**src/rtl/core/rsp_pkg.sv**
```systemverilog
// ----------------------------------------------------------------------------
// rsp_pkg
// Shared constants, types and GF(256) helpers of the Reed-Solomon parity
// encoder (field polynomial 0x11D).
// ----------------------------------------------------------------------------
package rsp_pkg;

  localparam int MAX_PARITY = 32;
  localparam int IDX_W      = $clog2(MAX_PARITY);
  localparam int CNT_W      = $clog2(MAX_PARITY + 1);

  localparam int PC_W = 6;
  localparam logic [PC_W-1:0] PARITY_COUNT_RST = 6'd10;

  localparam logic [8:0] FIELD_POLY = 9'h11D;

  localparam logic OP_LOAD = 1'b0;
  localparam logic OP_MSG  = 1'b1;

  typedef logic [7:0] exp_tbl_t [256];

  // Control broadcast from the top level to every cell.
  typedef struct packed {
    logic       msg_step;
    logic       flush;
    logic       gen_wr;
    logic [7:0] gen_byte;
    logic [7:0] fb;
    logic       out_shift;
  } cell_ctrl_t;

  function automatic exp_tbl_t build_exp_tbl();
    exp_tbl_t   t;
    logic [8:0] x;
    x = 9'h001;
    for (int k = 0; k < 256; k++) begin
      t[k] = x[7:0];
      x    = {x[7:0], 1'b0};
      if (x[8]) begin
        x = x ^ FIELD_POLY;
      end
    end
    return t;
  endfunction

  // alpha^e for e in 0..255; alpha^255 wraps to 1.
  localparam exp_tbl_t EXP_TBL = build_exp_tbl();

  // Nine-bit two's complement exponent to byte; negative is the zero element.
  function automatic logic [7:0] log_to_byte(logic [8:0] v);
    return v[8] ? 8'h00 : EXP_TBL[v[7:0]];
  endfunction

  function automatic logic [7:0] gf_mul(logic [7:0] a, logic [7:0] b);
    logic [7:0] acc;
    logic [7:0] x;
    acc = 8'h00;
    x   = a;
    for (int k = 0; k < 8; k++) begin
      if (b[k]) begin
        acc = acc ^ x;
      end
      x = {x[6:0], 1'b0} ^ (x[7] ? FIELD_POLY[7:0] : 8'h00);
    end
    return acc;
  endfunction

  // Zero counts as one parity symbol; large counts saturate.
  function automatic logic [CNT_W-1:0] eff_count(logic [PC_W-1:0] pc);
    logic [CNT_W-1:0] n;
    if (pc == '0) begin
      n = CNT_W'(1);
    end else if (int'(pc) > MAX_PARITY) begin
      n = CNT_W'(MAX_PARITY);
    end else begin
      n = CNT_W'(pc);
    end
    return n;
  endfunction

endpackage

```
**src/rtl/core/rsp_cell.sv**
```systemverilog
// ----------------------------------------------------------------------------
// rsp_cell
// One remainder position: holds a generator coefficient, a remainder byte and
// an output byte, and passes both bytes on to the next higher position.
// ----------------------------------------------------------------------------
module rsp_cell (
  input  logic               clk,
  input  logic               rst_n,
  input  rsp_pkg::cell_ctrl_t ctrl,
  input  logic               active,
  input  logic               gen_sel,
  input  logic [7:0]         rem_prev,
  input  logic [7:0]         obuf_prev,
  output logic [7:0]         rem,
  output logic [7:0]         obuf
);

  logic [7:0] gen_r, gen_nxt;
  logic [7:0] rem_r, rem_nxt;
  logic [7:0] obuf_r, obuf_nxt;
  logic [7:0] rem_upd;

  assign rem_upd = rem_prev ^ rsp_pkg::gf_mul(ctrl.fb, gen_r);

  always_comb begin
    gen_nxt = gen_r;
    if (ctrl.gen_wr && gen_sel) begin
      gen_nxt = ctrl.gen_byte;
    end
  end

  always_comb begin
    priority if (ctrl.flush) begin
      rem_nxt = 8'h00;
    end else if (ctrl.msg_step && active) begin
      rem_nxt = rem_upd;
    end else begin
      rem_nxt = rem_r;
    end
  end

  // A flush captures the final remainder for the output shift line.
  always_comb begin
    priority if (ctrl.flush) begin
      obuf_nxt = active ? rem_upd : 8'h00;
    end else if (ctrl.out_shift) begin
      obuf_nxt = obuf_prev;
    end else begin
      obuf_nxt = obuf_r;
    end
  end

  always_ff @(posedge clk) begin
    if (!rst_n) begin
      rem_r <= 8'h00;
    end else begin
      rem_r <= rem_nxt;
    end
  end

  always_ff @(posedge clk) begin
    gen_r  <= gen_nxt;
    obuf_r <= obuf_nxt;
  end

  assign rem  = rem_r;
  assign obuf = obuf_r;

endmodule

```
**src/rtl/core/reed_solomon_parity_encoder.sv**
```systemverilog
// The first parity word is valid in the cycle after the last message word is accepted.
// One input word per cycle while in_tready is high; each codeword drains n parity
// words, one per cycle while out_tready is high, through the single output shift line.
// Message words of the next codeword overlap the drain; its last word waits
// until the drain ends. Reset clears remainder, output count and sets
// parity_count to 10; the generator table is undefined until loaded.
// ----------------------------------------------------------------------------
// reed_solomon_parity_encoder
// GF(256) Reed-Solomon parity encoder built as a row of remainder cells with
// a parallel feedback, one message symbol per cycle while in_tready is high.
// ----------------------------------------------------------------------------
module reed_solomon_parity_encoder (
  input  logic        clk,
  input  logic        rst_n,
  input  logic        cfg_wr_en,
  input  logic [5:0]  cfg_wdata,    // parity_count
  input  logic        in_tvalid,
  output logic        in_tready,
  input  logic [15:0] in_tdata,     // coeff_index[4:0], symbol_log[13:5], zero
  input  logic        in_tuser,     // op
  input  logic        in_tlast,     // last_symbol
  output logic        out_tvalid,
  input  logic        out_tready,
  output logic [7:0]  out_tdata,    // parity_byte
  output logic        out_tlast     // last_parity
);

  localparam int MAXP = rsp_pkg::MAX_PARITY;

  logic [rsp_pkg::PC_W-1:0]  pc_r, pc_nxt;
  logic [rsp_pkg::CNT_W-1:0] cnt_r, cnt_nxt;
  logic [rsp_pkg::CNT_W-1:0] n_eff;
  logic [rsp_pkg::IDX_W-1:0] top_idx;

  logic [4:0] coeff_index;
  logic [8:0] symbol_log;
  logic       in_acc, out_acc;

  rsp_pkg::cell_ctrl_t ctrl;

  logic [7:0] rem_w  [MAXP];
  logic [7:0] obuf_w [MAXP];

  assign coeff_index = in_tdata[4:0];
  assign symbol_log  = in_tdata[13:5];

  assign n_eff   = rsp_pkg::eff_count(pc_r);
  assign top_idx = rsp_pkg::IDX_W'(n_eff - 1'b1);

  // A closing message word needs the output line, free once the drain ends.
  assign in_tready = (cnt_r == '0) || ((cnt_r == rsp_pkg::CNT_W'(1)) && out_tready) ||
                     !((in_tuser == rsp_pkg::OP_MSG) && in_tlast);

  assign in_acc  = in_tvalid && in_tready;
  assign out_acc = out_tvalid && out_tready;

  always_comb begin
    ctrl.msg_step  = in_acc && (in_tuser == rsp_pkg::OP_MSG);
    ctrl.flush     = in_acc && (in_tuser == rsp_pkg::OP_MSG) && in_tlast;
    ctrl.gen_wr    = in_acc && (in_tuser == rsp_pkg::OP_LOAD);
    ctrl.gen_byte  = rsp_pkg::log_to_byte(symbol_log);
    ctrl.fb        = rem_w[top_idx] ^ rsp_pkg::log_to_byte(symbol_log);
    ctrl.out_shift = out_acc;
  end

  for (genvar i = 0; i < MAXP; i++) begin : g_cell
    logic [7:0] rem_prev;
    logic [7:0] obuf_prev;
    if (i == 0) begin : g_first
      assign rem_prev  = 8'h00;
      assign obuf_prev = 8'h00;
    end else begin : g_rest
      assign rem_prev  = rem_w[i-1];
      assign obuf_prev = obuf_w[i-1];
    end

    rsp_cell u_cell (
      .clk       (clk),
      .rst_n     (rst_n),
      .ctrl      (ctrl),
      .active    (i < int'(n_eff)),
      .gen_sel   (int'(coeff_index) == i),
      .rem_prev  (rem_prev),
      .obuf_prev (obuf_prev),
      .rem       (rem_w[i]),
      .obuf      (obuf_w[i])
    );
  end

  always_comb begin
    pc_nxt = pc_r;
    if (cfg_wr_en) begin
      pc_nxt = cfg_wdata;
    end
  end

  always_comb begin
    priority if (ctrl.flush) begin
      cnt_nxt = n_eff;
    end else if (out_acc) begin
      cnt_nxt = cnt_r - 1'b1;
    end else begin
      cnt_nxt = cnt_r;
    end
  end

  always_ff @(posedge clk) begin
    if (!rst_n) begin
      pc_r  <= rsp_pkg::PARITY_COUNT_RST;
      cnt_r <= '0;
    end else begin
      pc_r  <= pc_nxt;
      cnt_r <= cnt_nxt;
    end
  end

  // While parity drains and the count is unchanged, the highest active position holds the next parity word.
  assign out_tvalid = (cnt_r != '0);
  assign out_tdata  = obuf_w[top_idx];
  assign out_tlast  = (cnt_r == rsp_pkg::CNT_W'(1));

endmodule

```
**config.mk**
```make
export PLATFORM = sky130hd
export DESIGN_NAME = reed_solomon_parity_encoder
export DESIGN_NICKNAME = d
export VERILOG_FILES = /design/src/rtl/core/rsp_pkg.sv /design/src/rtl/core/rsp_cell.sv /design/src/rtl/core/reed_solomon_parity_encoder.sv
export SDC_FILE = /design/constraint.sdc
export NUM_CORES = 2
export LEC_CHECK = 0
export BUFFER_PORTS_ARGS = -buffer_cell sky130_fd_sc_hd__buf_2
export CAP_MARGIN = 20
export CORE_ASPECT_RATIO = 1.2
export CORE_MARGIN = 4
export CORE_UTILIZATION = 45
export CTS_CLUSTER_SIZE = 28
export DETAILED_ROUTE_END_ITERATION = 10
export PLACE_DENSITY_LB_ADDON = 0.12
export SLEW_MARGIN = 20
export SYNTH_ARGS = -nofsm -noshare
export SYNTH_HDL_FRONTEND = slang
export SYNTH_SLANG_ARGS = --single-unit
```
**constraint.sdc**
```tcl
create_clock -name clk -period 10.2 [get_ports clk]
set_clock_uncertainty 0.1 [all_clocks]
set_input_delay 2.04 -clock clk [delete_from_list [all_inputs] [get_ports clk]]
set_output_delay 2.04 -clock clk [all_outputs]
set_load 0.02 [all_outputs]
```
==> results_dict.tcl <==
set metrics [dict create \
    path_class "flop to flop" \
    start_util_pct 45.3 \
    synth-edff-count 512 \
    die_area_sq_um 152000 \
    critPathCaptureType "flop" \
    min_path_type "flop to flop" \
    wire_per_inst_um 29.4 \
    grt_use_total_pct 35.6 \
    slew_headroom_pct 18.5 \
    cap_violations 0 \
    dr.pass1.iters 6 \
    postCtsSetupBuffers 0 \
    netlist_top_cells_area "edfxtp_1, xnor2_1, nand2_1" \
    fin_crit_sh_pct 80.1 \
    dieWidth_um 356 \
    dp_hpwl_um 188000 \
    yosys_warnings 0 \
    timing.final.crit_period_ns 8.17 \
    viasPerCell 6.18 \
    vias 58361 \
    fp.dieH_um 426 \
    rows 153 \
    yosysUniqueCellTypes 100 \
    fin_tns_setup_ns 0 \
    syn_area_per_cell_sq_um 8.34 \
    drtAntennaViolNets 0 \
    grt_max_degree 129 \
    whs_endpoint "g_cell[31].u_cell.rem[1]" \
    core_sq_um 145000 \
    tritoncts.num_buffers 92 \
    drtIter0Drc 7729 \
    yosys.area.top_type_share_pct 23.5 \
    cts_max_path_buffers 3 \
    setup_viol 0 \
    synthFlopType "edfxtp_1" \
    antenna_found_initial 20 \
    timing.rr.start "pc_r[1]" \
    fmax_mhz 122 \
    clkLatencyLatePin_ns 0.74 \
    cp.arrival_ns 8.54 \
    r2r_cells 19 \
    syn_nets 7907 \
    final_cell_mix "nand2_1, xnor2_1, edfxtp_1" \
    area_delta_synth_final_pct 7.07 \
    hold_buffers 0 \
    cts.sinks 780 \
    synthCells 7851 \
    cts_root_buf "clkbuf_16" \
    grt_pass1_wl_um 396000 \
    drive_gt1_share_pct 7.75 \
    r2r_slack_ns 2.03 \
    path_max_fanout 29 \
    portBuffers 37 \
    status "finished, final reports clean" \
    grt_setup_unrepaired "no" \
    wl_um 278000 \
    crit_required_ns 10.57 \
    hp-start "g_cell[31].u_cell.rem[1]" \
    io_pins 40 \
    grt_pass1_vias 54741 \
    tritoncts "done" \
    synth_top_area_cell "edfxtp_1" \
    synthArstFlopShare_pct 0 \
    routabilityCongestion 0.983 \
    final_common_cell "nand2_1" \
    grt_overflow_total 0 \
    cts_resized 0 \
    htreeDepth 3 \
    worst_setup_path_start_kind "flop" \
    syn_area_sq_um 65500 \
    synth_seq_cells 780 \
    clkTransAtPathRegs_ns 0.06 \
    synth_seq_area_share_pct 31.7 \
    finalMaxSlewViolations 0 \
    worst_pin_slew_ns 1.22 \
    drcViolationCount 0 \
    hold_viol 0 \
    nets 7476 \
    worstHoldPathCells 2 \
    reg2reg_to "g_cell[26].u_cell.obuf[2]" \
]
[registers in the layout, indices dropped and copies added, names as in the netlist]
signal and flops:
g_cell.u_cell.rem 256, g_cell.u_cell.obuf 256, g_cell.u_cell.gen_r 256, pc_r 6, cnt_r 6
[final cells by class]
cell class              count  area [sq um]
diodes                     12          30.0
clock buffers             123          2680
clock inverters            50           437
fillers                 13856         74600
inverters                  20          78.8
multi-input cells        6319         41900
flip-flops and latches    780         20700
well taps                1937          2420
repair buffers            207          1810
[cells by family (layout without fill, tap and decap cells)]
logic type / Yosys count / count (layout) / share of synthesized area [%]
AND/OR/NAND/NOR: 2900 / 2900 / 18.1
XOR/XNOR: 1902 / 1902 / 26.3
AO/OA/AOI/OAI: 1283 / 1283 / 13.2
flip-flops: 780 / 780 / 31.7
buffers and inverters: 752 / 400 / 5.01
multiplexers: 207 / 207 / 5.21
adder cells (fa/ha/maj): 27 / 27 / 0.516
other: 0 / 12 / 0
[worst max path at each step]
stage	cells past startpoint	start	to
floorplan	7	in_tlast	g_cell[0].u_cell.obuf[0]
global placement	20	in_tdata[7]	g_cell[27].u_cell.obuf[7]
detailed placement	20	in_tdata[7]	g_cell[22].u_cell.obuf[5]
CTS	21	pc_r[1]	g_cell[27].u_cell.obuf[7]
global route	20	in_tdata[7]	g_cell[22].u_cell.obuf[5]
finish	19	pc_r[1]	g_cell[26].u_cell.obuf[2]
[routing by layer]
| layer | GRT usage, % | wire [um] | part of all wire (%) | vias to the layer above |
|---|---|---|---|---|
| met5 | 0 | 27 | 0.0097 | - |
| met4 | 19.2 | 17900 | 6.4 | 4 |
| met3 | 7.61 | 30000 | 11 | 784 |
| met2 | 55.6 | 123000 | 44 | 3567 |
| met1 | 46.0 | 107000 | 38 | 28471 |
| li1 | - | - | - | 25535 |
[cell usage after synthesis (all sizes together) (10+ instances only)]
library cell,count
nor3,40
a22oi,112
a31oi,32
mux2,14
and3,19
or2,12
ha,27
xnor2,1575
a21oi,171
o221ai,10
o22ai,19
a211oi,24
nand3b,13
dfxtp,268
a311oi,18
o21ai,436
xor2,303
a32oi,25
buf,247
nor2,220
o31ai,38
o211a,10
mux2i,88
clkbuf,485
or3,10
edfxtp,512
nand2b,90
inv,17
nand2,2236
nor4,11
o211ai,26
and2,10
mux4,105
nor2b,34
o311ai,14
a22o,212
o2bb2ai,61
nor3b,12
nand3,165
or4,11
xnor3,21
[critical path, stage by stage (launching register included)]
cell,delay (ns)
dfxtp_1,0.60
or4_4,0.75
a21oi_4,0.27
inv_2,0.06
ha_1,0.38
xnor2_2,0.68
buf_4,0.51
mux4_2,0.60
mux4_2,0.49
nand2_1,0.31
o31ai_4,0.16
xor2_4,0.34
buf_4,0.35
xnor3_2,0.59
nand2b_4,0.62
buf_4,0.27
o21ai_0,0.09
a22o_1,0.29
xnor2_1,0.17
a22o_1,0.22
[stage by stage]
step	std cells	setup WS (ns)	utilization, %	cell area, sq um	hold WS, ns
3_5_place_dp	9263	1.60	46.3	67000	0.351
6_report	9448	2.03	48.5	70100	0.359
4_1_cts	9436	2.30	48.4	70100	0.359
3_3_place_gp	9262	1.63	46.3	67000	0.352
2_1_floorplan	7851	0.742	-	65500	0.336
5_1_grt	9436	1.94	48.4	70100	0.398
Power is not shown: default switching activity piles up to over one toggle a cycle in this logic, so the estimate is an artifact.
